### src/rtl/core/kmtr_pkg.sv
package kmtr_pkg;

	localparam int DEPTH_COUNT_DEF = 64;
	localparam int LIST_SIZE_DEF = 256;

	localparam int DEPTH_W = 6;
	localparam int INDEX_W = 8;
	localparam int WORD_W = 32;
	localparam int PTR_W = 9;

	typedef enum logic [1:0] {
		CMD_LOAD    = 2'd0,
		CMD_SAVE    = 2'd1,
		CMD_REORDER = 2'd2,
		CMD_READ    = 2'd3
	} cmd_t;

	typedef struct packed {
		cmd_t                      cmd;
		logic [DEPTH_W-1:0]        depth;
		logic [INDEX_W-1:0]        index;
		logic signed [WORD_W-1:0]  move_code;
		logic signed [WORD_W-1:0]  score_value;
		logic [PTR_W-1:0]          list_end;
	} in_item_t;

	typedef struct packed {
		logic signed [WORD_W-1:0]  read_move;
		logic signed [WORD_W-1:0]  read_score;
		logic                      first_found;
		logic                      second_found;
	} out_item_t;

	typedef struct packed {
		logic capture;
		logic fetch;
		logic load_wr;
		logic save_wr;
		logic key_ld;
		logic scan;
		logic hit_ld;
		logic shift;
		logic out_ld;
		logic pass;
	} dp_ctl_t;

	typedef struct packed {
		cmd_t cmd;
		logic depth_ok;
		logic key_zero;
		logic hit;
		logic scan_empty;
		logic shift_last;
	} dp_stat_t;

endpackage

### src/rtl/core/kmtr_ctrl.sv
module kmtr_ctrl (
	input  logic                 clk,
	input  logic                 arst_n,
	input  logic                 in_valid,
	output logic                 in_ready,
	output logic                 out_valid,
	input  logic                 out_ready,
	input  kmtr_pkg::dp_stat_t   stat,
	output kmtr_pkg::dp_ctl_t    dp_ctl
);

	typedef enum logic [6:0] {
		S_IDLE  = 7'b0000001,
		S_FETCH = 7'b0000010,
		S_SAVE  = 7'b0000100,
		S_KEY   = 7'b0001000,
		S_SCAN  = 7'b0010000,
		S_SHIFT = 7'b0100000,
		S_RESP  = 7'b1000000
	} state_t;

	state_t state_q;
	state_t state_nx;
	logic   pass_q;
	logic   pass_nx;
	logic   out_valid_q;
	logic   advance;

	always_comb begin
		state_nx = state_q;
		pass_nx = pass_q;
		in_ready = 1'b0;
		advance = 1'b0;
		dp_ctl = '0;
		dp_ctl.pass = pass_q;
		unique case (state_q)
			S_IDLE: begin
				in_ready = 1'b1;
				if (in_valid) begin
					dp_ctl.capture = 1'b1;
					pass_nx = 1'b0;
					state_nx = S_FETCH;
				end
			end
			S_FETCH: begin
				dp_ctl.fetch = 1'b1;
				unique case (stat.cmd)
					kmtr_pkg::CMD_LOAD: begin
						dp_ctl.load_wr = 1'b1;
						state_nx = S_RESP;
					end
					kmtr_pkg::CMD_SAVE: state_nx = S_SAVE;
					kmtr_pkg::CMD_REORDER: state_nx = S_KEY;
					kmtr_pkg::CMD_READ: state_nx = S_RESP;
					default: state_nx = S_RESP;
				endcase
			end
			S_SAVE: begin
				dp_ctl.save_wr = 1'b1;
				state_nx = S_RESP;
			end
			S_KEY: begin
				dp_ctl.key_ld = 1'b1;
				state_nx = stat.depth_ok ? S_SCAN : S_RESP;
			end
			S_SCAN: begin
				dp_ctl.scan = 1'b1;
				if (stat.key_zero) begin
					advance = 1'b1;
				end else if (stat.hit) begin
					dp_ctl.hit_ld = 1'b1;
					state_nx = S_SHIFT;
				end else if (stat.scan_empty) begin
					advance = 1'b1;
				end
			end
			S_SHIFT: begin
				dp_ctl.shift = 1'b1;
				if (stat.shift_last) begin
					advance = 1'b1;
				end
			end
			S_RESP: begin
				if (!out_valid_q || out_ready) begin
					dp_ctl.out_ld = 1'b1;
					state_nx = S_IDLE;
				end
			end
			default: state_nx = S_IDLE;
		endcase
		if (advance) begin
			if (pass_q) begin
				state_nx = S_RESP;
			end else begin
				pass_nx = 1'b1;
				state_nx = S_KEY;
			end
		end
	end

	always_ff @(posedge clk or negedge arst_n) begin
		if (!arst_n) begin
			state_q <= S_IDLE;
			pass_q <= 1'b0;
			out_valid_q <= 1'b0;
		end else begin
			state_q <= state_nx;
			pass_q <= pass_nx;
			if (dp_ctl.out_ld) begin
				out_valid_q <= 1'b1;
			end else if (out_ready) begin
				out_valid_q <= 1'b0;
			end
		end
	end

	assign out_valid = out_valid_q;

	a_accept_fetch: assert property (@(posedge clk) disable iff (!arst_n)
		(in_valid && in_ready) |=> (state_q == S_FETCH))
		else $error("accepted transaction did not start a fetch");

	a_load_free: assert property (@(posedge clk) disable iff (!arst_n)
		dp_ctl.out_ld |-> (!out_valid_q || out_ready))
		else $error("result loaded over an untaken transaction");

	a_load_valid: assert property (@(posedge clk) disable iff (!arst_n)
		dp_ctl.out_ld |=> out_valid_q)
		else $error("loaded result not presented");

	a_pass_reorder: assert property (@(posedge clk) disable iff (!arst_n)
		pass_q |-> (stat.cmd == kmtr_pkg::CMD_REORDER))
		else $error("second pass outside a reorder");

	a_hit_key: assert property (@(posedge clk) disable iff (!arst_n)
		dp_ctl.hit_ld |-> !stat.key_zero)
		else $error("zero killer matched");

endmodule

### config.mk
export PLATFORM = sky130hd
export DESIGN_NAME = kmtr_ctrl
export DESIGN_NICKNAME = d
export VERILOG_FILES = /design/src/rtl/core/kmtr_pkg.sv /design/src/rtl/core/kmtr_ctrl.sv
export SDC_FILE = /design/constraint.sdc
export NUM_CORES = 1
export LEC_CHECK = 0
export BUFFER_PORTS_ARGS = -buffer_cell sky130_fd_sc_hd__clkbuf_2
export CAP_MARGIN = 20
export CELL_PAD_IN_SITES_DETAIL_PLACEMENT = 0
export CELL_PAD_IN_SITES_GLOBAL_PLACEMENT = 1
export CORE_MARGIN = 2
export CORE_UTILIZATION = 31
export CTS_CLUSTER_SIZE = 8
export DETAILED_ROUTE_END_ITERATION = 12
export GPL_TIMING_DRIVEN = 0
export HOLD_SLACK_MARGIN = 0.12
export PLACE_DENSITY = 0.84
export SETUP_SLACK_MARGIN = 0.3
export SYNTH_ARGS = -nofsm -noshare
export SYNTH_HDL_FRONTEND = slang
export SYNTH_SLANG_ARGS = --single-unit
### constraint.sdc
create_clock -name clk -period 1.6 [get_ports clk]
set_clock_uncertainty 0.2 [all_clocks]
set_input_delay 0.16 -clock clk [delete_from_list [all_inputs] [get_ports clk]]
set_output_delay 0.16 -clock clk [all_outputs]
set_load 0.1 [all_outputs]
After elaboration in Yosys (flattened, before gate mapping)
Cells that the tools add are included.
{"block": "op_classes", "eq_ne": 15, "muxes": 33, "reduce_logical": 6}
{"cell": "$mux 7", "count": 7}
{"cell": "$pmux 7 s7", "count": 1}
{"cell": "$mux 1", "count": 21}
{"cell": "$pmux 7 s3", "count": 1}
{"cell": "$ne 3x3->1 const B", "count": 4}
{"cell": "$eq 7x1->1 const B", "count": 1}
{"cell": "$eq 7x2->1 const B", "count": 1}
{"cell": "$eq 7x3->1 const B", "count": 1}
{"cell": "$eq 7x4->1 const B", "count": 1}
{"cell": "$eq 7x5->1 const B", "count": 1}
{"cell": "$eq 7x6->1 const B", "count": 1}
{"cell": "$eq 7x7->1 const B", "count": 1}
{"cell": "$reduce_and 5->1", "count": 1}
{"cell": "$eq 2x2->1 const B", "count": 2}
{"cell": "$mux 2", "count": 2}
{"cell": "$eq 2x1->1 const B", "count": 1}
{"cell": "$logic_not 2->1", "count": 1}
{"cell": "$ne 2x2->1 const B", "count": 1}
{"cell": "$pmux 1 s2", "count": 1}
{"cell": "$reduce_bool 2->1", "count": 1}
{"cell": "$reduce_or 2->1", "count": 1}
{"cell": "$logic_not 1->1", "count": 1}
{"cell": "$logic_or 1x1->1", "count": 1}
{"block": "word_totals", "register_bits": 9, "input_bits": 11, "wordCells": 57}

Logic depth before layout (Yosys ltp)
Gate-level depths: netlist of run 1.
{"block": "depth", "depth_word": 6, "ltp_mapped": 7, "depth_no_buf": 5}

Worst setup path after synthesis of run 1
OpenSTA, ideal clock, no wires.
{"block": "synth_timing", "kind": "register to register", "startpoint": "register state_q[5]", "endpoint": "register state_q[0]", "setup_ns": 0.082, "arrival_ns": 3.278, "required_ns": 1.318, "slack_ns": -1.959, "path_stages_with_launch": 6, "path_buffers": 0, "synth_period_minus_slack_ns": 3.559, "path_cell_list": "dfrtp_1 -> or4_4 -> nor3_1 -> nor2_1 -> nand2_1 -> a21oi_1"}
{"block": "synth_via", "elab_chain_len": 4}
{"item": "start: declaration", "line": "kmtr_ctrl.sv:22", "rtl": "state_t state_q;"}
{"item": "start signal: assignment", "line": "kmtr_ctrl.sv:107", "rtl": "state_q <= state_nx;"}
{"item": "$eq 7x6->1 / $eq 7x5->1 (equally long branches)", "line": "kmtr_ctrl.sv:36", "rtl": "unique case (state_q)"}
{"item": "$pmux 1 s2", "line": "kmtr_ctrl.sv:36"}
{"item": "$ne 3x3->1 (no source line) / $ne 2x2->1 (equally long branches)"}
{"item": "$reduce_and 5->1 (no source line)"}
Parallel ways exist; a longest one is shown, timed or not.
A chain may end at the register's enable or synchronous reset.

==> results by stage, run 1 <==
Run status:
- The flow ran to the end, but the final reports show violations.
- The checks that failed: setup timing.

CTS:
- Clock-pin slew was measured on the worst setup and hold paths at 0.07 ns.
- The CTS tree is yes.
- The clock insertion delay at the later pin of the skew report is 0.28 ns.
- The buffer cell driving the clock tree root is sky130_fd_sc_hd__clkbuf_4.
- The clock drives 9 sinks.
- In this run the number of H-tree levels came out at 1.
- The buffer levels on the longest clock path is 2.
- In this run, CTS created clock tree buffers numbering 3.
- The number of hold buffers added after cts is 6.

Timing:
- Setup repair after global routing could not meet its margin everywhere.
- The routed design could run at a clock period as short as 2.078 ns.
- The number of max-slew violations in the final report came to 0.
- For the pin with the worst max-slew slack, the measured transition is 0.2655 ns.
- Across all setup checks in the final design, the least slack found is -0.4781 ns.
- Setup violations remaining at the end of the flow were counted as 17.
- The final critical path takes up 129.9% of the cycle.
- The setup total negative slack is -5.332 ns.
- For this run, the top clock speed supported by timing is 481.2 MHz.
- The worst relative slew slack is 82.30%.
- The hold violation count in the final report is 0.

Setup path:
- Of all nets on the critical path, the largest fanout is 3.
- Data arrives at the worst endpoint at 1.72 ns.
- The endpoint of the lowest-slack register-to-register path is state_q[6]$_DFFE_PN0P_.
- The slowest stage of the critical path belongs to the cell sky130_fd_sc_hd__or4_4.
- Counting cells, the worst reg-to-reg path comes to 9.
- The total number of cells along the worst setup path is 3.
- The endpoint class of the critical path is an output pin.
- The kind of cell with the highest combined delay on the critical path is simple AND/OR/NAND/NOR gates.
- The kind of start point of the critical path is a register.
- In this run the critical register-to-register path is launched from state_q[0]$_DFFE_PN1P_.
- The critical setup path kind is register to output pin.
- Walking the worst path, the cells encountered are or4_4 -> nor3_4 -> clkbuf_16.
- Counting both buffers and inverters, the worst setup path holds a total of 1.
- The critical path required time is 1.24 ns.
- The stage delay of the slowest cell on the critical path is 0.53 ns.
- The launch point of the worst path is state_q[5]$_DFFE_PN0P_.
- The most critical setup path has its endpoint at dp_ctl[5].
- The setup check on the worst reg-to-reg path leaves a slack of -0.38 ns.

Power and ir drop:
- The largest voltage drop on the vdd net is 1.614 mV.
- The analysis attributes to cell leakage a power of 0.6966 nW.
- The power per unit of standard cell area is 1207 nW/µm².

Route:
- The detailed router placed 764 vias in this run.
- In the routed layout, each cell is associated on average with a via count of 4.929.
- The detailed-routing iteration count for the pre-antenna-repair pass is 4.
- The starting DRC count in detailed routing is 4.
- The number of antenna-violating nets in the routed design is 0.
- In the routed design, unresolved DRC markers number 0.
- The post-detailed-routing wire length is 2437 µm.
- In the final routed layout, each cell accounts on average for 15.72 µm.

Yosys:
- The synthesized design devotes to its leading area cell type 31.94% of total area.
- The gate count of the mapped netlist is 67.
- A synthesized cell averages 9.356 µm².
- The mapped cell area is 626.9 µm².
- Yosys mapped the design onto 30 distinct sky130hd cell types.
- The warning count from the yosys run is 0.
- The number of synthesized register bits is 9.
- By area the synthesized netlist is led by sky130_fd_sc_hd__dfrtp_1, sky130_fd_sc_hd__ha_1, sky130_fd_sc_hd__nand2b_1.
- The part of the Yosys area used for sequential elements is 36.13%.
- Counting every net in the synthesized netlist gives 81.
- The largest total area in the synthesized netlist belongs to sky130_fd_sc_hd__dfrtp_1.

Global routing:
- After global routing the overflow that remains totals 0.
- The global-route wire length before repair is 3581 µm.
- For this run, the total global-route usage over all layers was measured as 19.80%.
- The number of global-route vias before repair is 776.
- The initial antenna violation count is 0.
- The largest net degree at the start of global routing is 10.

Cells and area:
- The post-route netlist has 72.66% of its cells at a drive strength greater than 1.
- The final-layout fill cell count is 128.
- The repair_antennas step left the layout with diodes totalling 0.
- The net count of the finished layout is 143.
- The area growth from synthesis to layout is 143.5%.
- The final core area utilization is 78.61%.
- Excluding fillers, the count of instances in the completed layout stands at 155.

Die:
- The die outline height is 48.97 µm.
- Measured along the x axis, the die boundary spans 48.97 µm.
- 23 I/O pins were placed.
- For this configuration, the core starts out at a cell density of 32.28%.
- The die covers 2398 µm².
- After floorplanning, the core was sized to cover 1942 µm².
- In this run the core area contains 16 standard-cell rows.

Place:
- The estimated wirelength of the detail-placed design is 1202 µm.
- Counting tap cells, the placed design contains a total of 116 instances.
- The count of buffers from port buffering is 22.
- The final RePlAce weighted congestion is 0.7715.

Hold path:
- The worst hold-check path type is input port to async pin.

Job:
- Across the run, the number of max-cap violations was 0.
cell usage after synthesis:
cell,count
sky130_fd_sc_hd__and2_1,4
sky130_fd_sc_hd__o21a_1,1
sky130_fd_sc_hd__a32o_1,1
sky130_fd_sc_hd__o21ai_0,3
sky130_fd_sc_hd__and4b_2,2
sky130_fd_sc_hd__and3_1,1
sky130_fd_sc_hd__o311a_1,1
sky130_fd_sc_hd__dfstp_2,1
sky130_fd_sc_hd__a311oi_1,1
sky130_fd_sc_hd__nand2_1,4
sky130_fd_sc_hd__nor2b_1,3
sky130_fd_sc_hd__nand3b_1,1
sky130_fd_sc_hd__a21o_1,3
sky130_fd_sc_hd__or4_4,1
sky130_fd_sc_hd__ha_1,3
sky130_fd_sc_hd__buf_4,2
sky130_fd_sc_hd__nor4b_1,1
sky130_fd_sc_hd__and3b_1,1
sky130_fd_sc_hd__nor3_2,1
sky130_fd_sc_hd__nor3_4,1
sky130_fd_sc_hd__o22ai_2,1
sky130_fd_sc_hd__dfrtp_1,8
sky130_fd_sc_hd__nand4_1,1
sky130_fd_sc_hd__a21oi_1,1
sky130_fd_sc_hd__mux2i_1,1
sky130_fd_sc_hd__nor2_1,8
sky130_fd_sc_hd__nand2b_1,6
sky130_fd_sc_hd__inv_1,2
sky130_fd_sc_hd__buf_2,1
sky130_fd_sc_hd__nor3_1,2
registers in the layout, indices dropped and copies added, names as in the netlist:
name	count
pass_q	1
out_valid	1
state_q	7
cells in the final DEF, fill, tap and decap left out, types with 2 or more instances in the layout:
master | synthesis | layout
sky130_fd_sc_hd__a21o_1 | 3 | 2
sky130_fd_sc_hd__nor2_1 | 8 | 2
sky130_fd_sc_hd__inv_1 | 2 | 2
sky130_fd_sc_hd__nand2b_4 | 0 | 2
sky130_fd_sc_hd__nor2_4 | 0 | 6
sky130_fd_sc_hd__clkbuf_4 | 0 | 3
sky130_fd_sc_hd__buf_4 | 2 | 19
sky130_fd_sc_hd__dlygate4sd3_1 | 0 | 6
sky130_fd_sc_hd__nand2b_1 | 6 | 4
sky130_fd_sc_hd__buf_12 | 0 | 2
sky130_fd_sc_hd__clkbuf_2 | 0 | 10
sky130_fd_sc_hd__buf_6 | 0 | 12
sky130_fd_sc_hd__o21ai_0 | 3 | 2
sky130_fd_sc_hd__ha_1 | 3 | 3
sky130_fd_sc_hd__nand2_1 | 4 | 2
sky130_fd_sc_hd__dfrtp_2 | 0 | 4
sky130_fd_sc_hd__nor3_4 | 1 | 3
sky130_fd_sc_hd__clkbuf_16 | 0 | 11
sky130_fd_sc_hd__and2_4 | 0 | 4
sky130_fd_sc_hd__dfrtp_1 | 8 | 3
cells by family after synthesis:
group           count (synthesis)  share of synthesized area, %
compound gates                 12                         14.57
fa+ha+maj                       3                         5.989
flops                           9                         36.13
simple gates                   37                         37.33
mux                             1                         1.597
buf+inv                         5                         4.390
report_power, final:
| group | switching [mW] | internal, mW |
|---|---|---|
| clock network | 0.101 | 0.0970 |
| logic | 0.702 | 0.637 |
| registers | 0.0294 | 0.276 |
| total | 0.832 | 1.01 |
cell type report:
class	instances	area [µm²]	share of cell area (%)
plain buffers	3	42.54	2.787
clock buffers	4	26.28	1.721
inverters	2	7.507	0.4918
multi-input cells	53	520.5	34.10
flip-flops and latches	9	235.2	15.41
well taps	27	33.78	2.213
repair buffers	57	660.6	43.28
what timing repair did:
action	in CTS	in global routing
setup endpoints to repair	21	21
hold endpoints to repair	17	8
setup buffers	16	13
resized for setup	57	18
pin swaps	15	5
worst min-delay path by stage:
stage | to | start | depth (start not counted) | slack (ns)
2_1_floorplan | pass_q$_DFF_PN0_ | arst_n | 0 | -0.34
3_3_place_gp | state_q[2]$_DFFE_PN0P_ | arst_n | 1 | -0.17
3_5_place_dp | out_valid$_DFFE_PN0P_ | arst_n | 1 | -0.16
4_1_cts | out_valid$_DFFE_PN0P_ | arst_n | 2 | 0.09
5_1_grt | out_valid$_DFFE_PN0P_ | arst_n | 2 | 0.07
6_report | out_valid$_DFFE_PN0P_ | arst_n | 2 | 0.06
stage by stage:
step                      total power, mW  area (µm²)  setup slack [ns]  hold WS (ns)
after floorplan                    0.9633       704.4           -0.7013       -0.3356
after global placement              1.063       848.3           -0.4439       -0.1719
after detailed placement            1.074       848.3           -0.4430       -0.1634
after CTS                           1.632        1371           -0.4783       0.08772
after global routing                1.920        1526           -0.5284       0.07459
final                               1.843        1526           -0.4781       0.06139
worst reg2reg max path, cell delays in order, from the launching register on:
cell and delay [ns]:
sky130_fd_sc_hd__dfstp_2 0.54, sky130_fd_sc_hd__buf_6 0.11, sky130_fd_sc_hd__and4b_2 0.25, sky130_fd_sc_hd__buf_12 0.13, sky130_fd_sc_hd__buf_4 0.12, sky130_fd_sc_hd__buf_6 0.11, sky130_fd_sc_hd__buf_6 0.12, sky130_fd_sc_hd__nand2b_4 0.05
sky130_fd_sc_hd__o311a_1 0.18, sky130_fd_sc_hd__o22ai_2 0.08
per-layer routing:
| layer | up-vias | routed length, µm | GRT usage, % |
|---|---|---|---|
| met3 | 7 | 91 | 3.067 |
| met2 | 28 | 1342 | 35.16 |
| met5 | - | 0 | 0 |
| met4 | 0 | 82 | 8.571 |
| met1 | 370 | 920 | 23.51 |
| li1 | 359 | - | - |
(Power assumes the default switching activity.)
==> run 2, diff against run 1 <==
==> constraint.sdc (replaced) <==
create_clock -name clk -period 1.6 [get_ports clk]
set_clock_uncertainty 0.2 [all_clocks]
set_input_delay 0.24 -clock clk [delete_from_list [all_inputs] [get_ports clk]]
set_output_delay 0.24 -clock clk [all_outputs]
set_load 0.1 [all_outputs]
==> run 2 against run 1 <==
Compared with the run above: the run still ends with setup timing left; largest power group unchanged; via count increased by 0.92%; routed wire length decreased by 2.2%; final cell count decreased by 1.3%; clock power decreased by 8%; largest cell class unchanged; worst setup slack got worse by 0.073 ns; sequential cell count unchanged; sequential share of layout area increased by 0.20 points; global-route usage decreased by 0.26 points; power decreased by 1.4%; non-clock buffer count decreased by 2; sequential power about the same.
==> results by stage, run 2 (synthesis gave the netlist of run 1 again) <==
Timing:
- The hold violation count in the final report was 0 (unchanged).
- The ratio of final minimum period to clock period is 134.5% (+4.6 points).
- Setup repair after global routing could not meet its margin everywhere.
- The number of max-slew violations in the final report was 0 (unchanged).
- The final critical delay including setup and external delays came to 2.151 ns (+0.07329 ns).
- The tightest hold margin is 0.1653 ns (+0.1039 ns).
- The least setup slack across all paths after layout is -0.5514 ns (-0.07329 ns).
- The total of endpoints with negative setup slack in the final report was 17 (unchanged).
- The slew at the pin closest to its max-slew limit is 0.2744 ns (+0.008910 ns).
- The worst relative slew slack is 81.71% (-0.59 points).
- The setup total negative slack was -5.884 ns (-0.5522 ns).
- The fmax is 464.8 MHz (-3.4%).

Setup path:
- The worst setup path is launched from a register.
- The startpoint identified for the worst register-to-register timing path is state_q[0]$_DFFE_PN1P_.
- The arrival time reported for the critical path endpoint is 1.71 ns (about the same).
- The maximum net fanout on the critical path is 3 (unchanged).
- The critical path required time is 1.16 ns (-0.08 ns).
- The minimum setup slack among reg-to-reg paths is -0.39 ns (about the same).
- The logic depth of the worst register-to-register path is 9 (unchanged).
- By startpoint and endpoint, the worst setup path is classified as register to output pin.
- The endpoint of the lowest-slack register-to-register path is state_q[6]$_DFFE_PN0P_.
- STA classifies the critical path endpoint as an output pin.

Cells and area:
- The layout cell share with drive strength beyond 1 came to 73.81% (+1.2 points).
- More flip-flops sit in one register than any other, and that register is state_q.
- The final-stage net count is 141 (-1.4%).
- The number of flip-flops in the largest register is 7 (unchanged).
- The number of antenna cells inserted is 0 (unchanged).
- The final-layout fill cell count is 135 (+5.5%).
- The total non-filler cell area in the finished layout is 1506 µm² (-1.3%).
- The area growth from synthesis to layout is 140.3%.
- Leaving out fill and tap cells, the most frequent cells in the layout are sky130_fd_sc_hd__buf_4, sky130_fd_sc_hd__buf_6, sky130_fd_sc_hd__clkbuf_16, sky130_fd_sc_hd__clkbuf_2, sky130_fd_sc_hd__nor2_4.
- The library cell used most frequently in the layout, excluding fill and tap cells, is sky130_fd_sc_hd__buf_4.

CTS:
- The clock-pin slew on the worst setup and hold paths came to 0.06 ns (about the same).
- The buffer levels on the longest clock path was 2 (unchanged).
- The number of clock sinks is 9 (unchanged).
- The tree is rooted in a sky130_fd_sc_hd__clkbuf_4.
- The H-tree depth is 1 (unchanged).
- The number of buffers inserted during clock tree synthesis is 3 (unchanged).
- The CTS tree is yes.
- The clock insertion delay at the later pin of the skew report came to 0.27 ns (about the same).

Die:
- The number of placed I/O pins is 23 (unchanged).
- The count of standard-cell rows is 16 (unchanged).
- The die outline height is 48.97 µm (unchanged).
- The standard cell core area is 1942 µm² (unchanged).
- The effective utilization at floorplan is 32.28% (unchanged).
- The die outline area is 2398 µm² (unchanged).
- The floorplan die width was 48.97 µm (unchanged).

Power and ir drop:
- The part of the power in registers is 16.8% (+0.2 points).
- The share of power burned in combinational logic was 73.2% (+0.5 points).
- The leakage power came to 0.6883 nW (-1.2%).
- The net switching power figure came to 0.8109 mW (-2.6%).
- The fraction of power consumed by the clock network was 10.1% (-0.6 points).
- The power per unit of standard cell area is 1207 nW/µm² (about the same).
- The switching power as a share of total power is 44.61% (-0.56 points).
- The largest voltage drop on the vdd net is 1.406 mV (-13%).
- The total internal power is 1.007 mW (-0.35%).

Run status:
- The final reports fail on setup timing.
- The flow ran to the end, but the final reports show violations.

Route:
- The detailed-routing iteration count for the pre-antenna-repair pass is 4 (unchanged).
- The number of antenna-violating nets in the routed design is 0 (unchanged).
- The via count normalized by instance count was 5.039 (+2.2%).
- The count of vias placed by the detailed router was 771 (+0.92%).
- The post-detailed-routing wire length is 2384 µm (-2.2%).
- The per-cell routed wire length was 15.58 µm (-0.90%).
- The DRC violations left is 0 (unchanged).
- The starting DRC count in detailed routing is 5 (+1).

Place:
- The count of buffers from port buffering came to 22 (unchanged).
- The cell area reported after detailed placement is 848.3 µm² (unchanged).
- The post-place setup slack is -0.5230 ns (-0.08000 ns).
- The estimated wirelength of the detail-placed design is 1202 µm (unchanged).
- The final RePlAce weighted congestion is 0.7715 (unchanged).

Global routing:
- The combined global-route utilization of all metal layers came to 19.54% (-0.26 points).
- The largest net degree at the start of global routing is 10 (unchanged).
- The global-route wire length before repair is 3525 µm (-1.6%).
- The number of global-route vias before repair is 771 (-0.64%).
- The initial antenna violation count is 0 (unchanged).
- The global-route congestion overflow total was 0 (unchanged).

Job:
- The max-cap violation count is 0 (unchanged).

Hold path:
- The worst hold-check path type is input port to async pin.
run 2: final cells by class:
class,instances,area (µm²),share of cell area [%]
flip-flops and latches,9,235.2,15.61
clock buffers,4,26.28,1.744
repair buffers,55,640.6,42.53
well taps,27,33.78,2.243
multi-input cells,53,520.5,34.55
inverters,2,7.507,0.4983
plain buffers,3,42.54,2.824
run 2: layer usage:
| metal | vias to the layer above | wire (µm) | share of wire (%) | global-route usage, % |
|---|---|---|---|---|
| li1 | 353 | - | - | - |
| met1 | 379 | 958 | 40 | 22.93 |
| met2 | 33 | 1292 | 54 | 34.93 |
| met3 | 6 | 80 | 3.4 | 3.067 |
| met4 | 0 | 54 | 2.3 | 8.571 |
| met5 | - | 0 | 0 | 0 |
run 2: how the worst max path moves through the flow:
stage / endpoint / depth (start not counted) / startpoint
2_1_floorplan: state_q[0]$_DFFE_PN1P_ / 5 / state_q[5]$_DFFE_PN0P_
3_3_place_gp: dp_ctl[7] / 6 / state_q[6]$_DFFE_PN0P_
3_5_place_dp: dp_ctl[7] / 6 / state_q[6]$_DFFE_PN0P_
4_1_cts: dp_ctl[7] / 6 / state_q[6]$_DFFE_PN0P_
5_1_grt: dp_ctl[5] / 3 / state_q[5]$_DFFE_PN0P_
6_report: dp_ctl[5] / 3 / state_q[5]$_DFFE_PN0P_
run 2: power groups by stage:
| stage | combinational [mW] | clock (mW) | sequential (mW) |
|---|---|---|---|
| 3_5_place_dp | 0.761 | 0 | 0.313 |
| 4_1_cts | 1.13 | 0.189 | 0.306 |
| 2_1_floorplan | 0.630 | 0 | 0.333 |
| 3_3_place_gp | 0.755 | 0 | 0.308 |
| 5_1_grt | 1.39 | 0.207 | 0.311 |
| 6_report | 1.33 | 0.183 | 0.304 |
run 2: critical path, stage by stage (launching register included):
cell and delay (ns):
sky130_fd_sc_hd__dfrtp_2 0.43, sky130_fd_sc_hd__or4_4 0.54, sky130_fd_sc_hd__nor3_4 0.23, sky130_fd_sc_hd__clkbuf_16 0.25
run 2: stage by stage:
step                util [%]  total power [mW]  std cells
floorplan                  -            0.9633         67
global placement       43.69             1.063        116
detailed placement     43.69             1.074        116
CTS                    69.59             1.628        140
global route           77.58             1.906        153
finish                 77.58             1.818        153
run 2: what timing repair did:
action,in CTS,in global routing
endpoints found under the hold margin,14,0
pin swaps,15,5
gates resized for setup,57,18
setup endpoints to repair,21,21
setup buffers,16,13
hold buffers,4,0
==> run 3, diff against run 2 <==
PLACE_DENSITY = not set   (was 0.84)
PLACE_DENSITY_LB_ADDON = 0.1   (was not set)
==> run 3 against run 2 <==
Compared with the run above: the run still ends with setup timing left; register-to-register slack better by 0.09 ns; sequential cell count did not move; sequential share of layout area grew 1.8 points; final cell count decreased by 9.8%; die area did not move; cell area down 12%; combinational power shrank 18%; highest routed layer unchanged.
==> results by stage, run 3 (synthesis gave the netlist of run 1 again) <==
Cells and area:
- The total non-filler cell area in the finished layout is 1330 µm² (-12%).
- The final cell count without fillers was 138 (-9.8%).
- The number of antenna cells inserted was 0 (unchanged).
- The final-stage net count is 126 (-11%).
- The register cell area after layout is 231.5 µm² (-1.6%).
- The total area of multi-input combinational cells is 481.7 µm² (-7.5%).
- The top cell types in the final layout, fill and taps aside, are sky130_fd_sc_hd__clkbuf_16, sky130_fd_sc_hd__clkbuf_2, sky130_fd_sc_hd__buf_4, sky130_fd_sc_hd__buf_6.
- The area growth from synthesis to layout is 112.2%.
- Counting flops per register, the top entry is state_q.
- The number of flip-flops in the largest register is 7 (unchanged).
- The layout cell share with drive strength beyond 1 is 63.06% (-11 points).
- The most frequent standard cell in the layout excluding fill and tap cells is sky130_fd_sc_hd__clkbuf_16.
- The final-layout fill cell count is 153 (+13%).

Die:
- The effective utilization at floorplan came to 32.28% (unchanged).
- The die outline height is 48.97 µm (unchanged).
- The floorplan die width is 48.97 µm (unchanged).
- The die outline area is 2398 µm² (unchanged).
- The number of placed I/O pins is 23 (unchanged).
- The count of standard-cell rows is 16 (unchanged).
- The standard cell core area is 1942 µm² (unchanged).

Route:
- The per-cell routed wire length was 13.83 µm (-11%).
- The starting DRC count in detailed routing is 16 (+11).
- The number of antenna-violating nets in the routed design was 0 (unchanged).
- The post-detailed-routing wire length came to 1908 µm (-20%).
- The count of vias placed by the detailed router is 680 (-12%).
- The DRC violations left is 0 (unchanged).
- The detailed-routing iteration count for the pre-antenna-repair pass was 4 (unchanged).
- The via count normalized by instance count is 4.928 (-2.2%).

Timing:
- The tightest hold margin is 0.1087 ns (-0.05662 ns).
- The fmax was 473.5 MHz (+1.9%).
- The slew at the pin closest to its max-slew limit was 0.3845 ns (+0.1101 ns).
- The ratio of final minimum period to clock period is 132.0% (-2.5 points).
- Setup repair after global routing could not meet its margin everywhere.
- The setup total negative slack was -5.255 ns (+0.6289 ns).
- The total of endpoints with negative setup slack in the final report is 16 (-1).
- The number of max-slew violations in the final report is 0 (unchanged).
- The worst relative slew slack is 74.01% (-7.7 points).
- The final critical delay including setup and external delays is 2.112 ns (-0.03945 ns).
- The hold violation count in the final report is 0 (unchanged).
- The least setup slack across all paths after layout is -0.5119 ns (+0.03945 ns).

Global routing:
- The initial antenna violation count was 0 (unchanged).
- The global-route wire length before repair was 3263 µm (-7.4%).
- The combined global-route utilization of all metal layers is 18.88% (-0.66 points).
- The number of global-route vias before repair was 730 (-5.3%).
- The largest net degree at the start of global routing was 10 (unchanged).
- The global-route congestion overflow total is 0 (unchanged).

Run status:
- The final reports fail on setup timing.
- The run finished, with violations left.

Power and ir drop:
- The largest voltage drop on the vdd net is 1.545 mV (+9.9%).
- The switching power as a share of total power came to 46.26% (+1.7 points).
- The net switching power figure came to 0.7357 mW (-9.3%).
- The share of power burned in combinational logic is 68.7% (-4.5 points).
- The total internal power was 0.8546 mW (-15%).
- The fraction of power consumed by the clock network is 11.7% (+1.6 points).
- The part of the power in registers is 19.6% (+2.8 points).
- The leakage power is 0.5970 nW (-13%).
- The power per unit of standard cell area is 1196 nW/µm² (-0.91%).

Place:
- The final RePlAce weighted congestion is 0.7235 (-6.2%).
- The estimated wirelength of the detail-placed design is 1163 µm (-3.3%).
- The cell area reported after detailed placement is 848.3 µm² (unchanged).
- The count of buffers from port buffering is 22 (unchanged).
- The placed cell count is 116 (unchanged).

Setup path:
- The slowest stage of the critical path is the sky130_fd_sc_hd__or4_4 cell.
- The signal on the critical path passes through or4_4 -> nor3_4 -> clkbuf_16.
- The stage delay of the slowest cell on the critical path is 0.54 ns (about the same).
- The critical setup path kind is register to output pin.
- The maximum net fanout on the critical path is 3 (unchanged).
- The arrival time reported for the critical path endpoint is 1.67 ns (-0.04 ns).
- The critical path required time came to 1.16 ns (about the same).
- The kind of start point of the critical path is a register.
- The endpoint class of the critical path is an output pin.

CTS:
- The clock-pin slew on the worst setup and hold paths is 0.06 ns (about the same).
- The H-tree depth came to 1 (unchanged).
- The CTS tree is yes.
- The buffer levels on the longest clock path is 2 (unchanged).
- In this run the clock root is driven by a sky130_fd_sc_hd__clkbuf_4.
- The number of clock sinks is 9 (unchanged).
- The number of buffers inserted during clock tree synthesis was 3 (unchanged).
- The clock insertion delay at the later pin of the skew report is 0.27 ns (about the same).

Hold path:
- The worst hold-check path type is input port to register.

Job:
- The max-cap violation count is 0 (unchanged).
[run 3: cell types whose count changed in the layout (fill, tap and decap cells not counted), moves of 2 or more]
cell / change
sky130_fd_sc_hd__nand2b_4: -2
sky130_fd_sc_hd__nor2_4: -2
sky130_fd_sc_hd__nand2b_1: +2
sky130_fd_sc_hd__dfrtp_1: +3
sky130_fd_sc_hd__buf_6: -5
sky130_fd_sc_hd__buf_4: -9
sky130_fd_sc_hd__dfrtp_2: -3
[run 3: worst paths after layout]
kind,startpoint,end,slack [ns],depth (start not counted)
worst max register to register,state_q[5]$_DFFE_PN0P_,state_q[0]$_DFFE_PN1P_,-0.30,8
worst max-delay path,state_q[5]$_DFFE_PN0P_,dp_ctl[5],-0.51,3
max in group asynchronous,arst_n,state_q[0]$_DFFE_PN1P_,0.78,2
min in group asynchronous,arst_n,state_q[5]$_DFFE_PN0P_,0.16,2
worst min register to register,out_valid$_DFFE_PN0P_,out_valid$_DFFE_PN0P_,0.42,2
worst min-delay path,in_valid,pass_q$_DFF_PN0_,0.11,3
[run 3: worst max-delay path: cells and delay by family, from the launching register on]
kind                   cells  cell delay [ns]
AND/OR/NAND/NOR            2             0.73
flip-flops                 1             0.42
buffers and inverters      1             0.24
[run 3: power by group through the flow]
stage                     clock, mW  sequential [mW]  combinational [mW]
after floorplan                   0            0.333               0.630
after global placement            0            0.312               0.759
after detailed placement          0            0.311               0.760
after CTS                     0.187            0.309                1.05
after global routing          0.200            0.320                1.15
final                         0.185            0.312                1.09
[run 3: per-layer routing]
metal  global-route usage (%)  wire length, µm
met3                    3.681               66
met4                    14.29               65
met1                    19.62              798
met5                        0                0
met2                    33.33              978
[run 3: area by class of cell]
cell class / count / share of cell area [%]
multi-input combinational: 53 / 36.22
tap: 27 / 2.540
inverter: 2 / 0.5644
timing repair buffer: 40 / 38.10
sequential: 9 / 17.40
clock buffer: 4 / 1.976
buffer: 3 / 3.198
[run 3: stage by stage]
stage                     utilization [%]  worst slack, ns  power [mW]
after floorplan                         -          -0.7013      0.9633
after global placement              43.69          -0.5078       1.071
after detailed placement            43.69          -0.5138       1.071
after CTS                           65.27          -0.5619       1.542
after global routing                68.49          -0.5727       1.665
final                               68.49          -0.5119       1.590
[run 3: what timing repair did]
| action | 4_1_cts | 5_1_grt |
|---|---|---|
| resized for setup | 47 | 10 |
| pin swaps | 12 | 6 |
| hold buffers | 3 | 0 |
| setup endpoints to repair | 21 | 21 |
| hold endpoints to repair | 12 | 0 |
| buffers inserted | 11 | 4 |
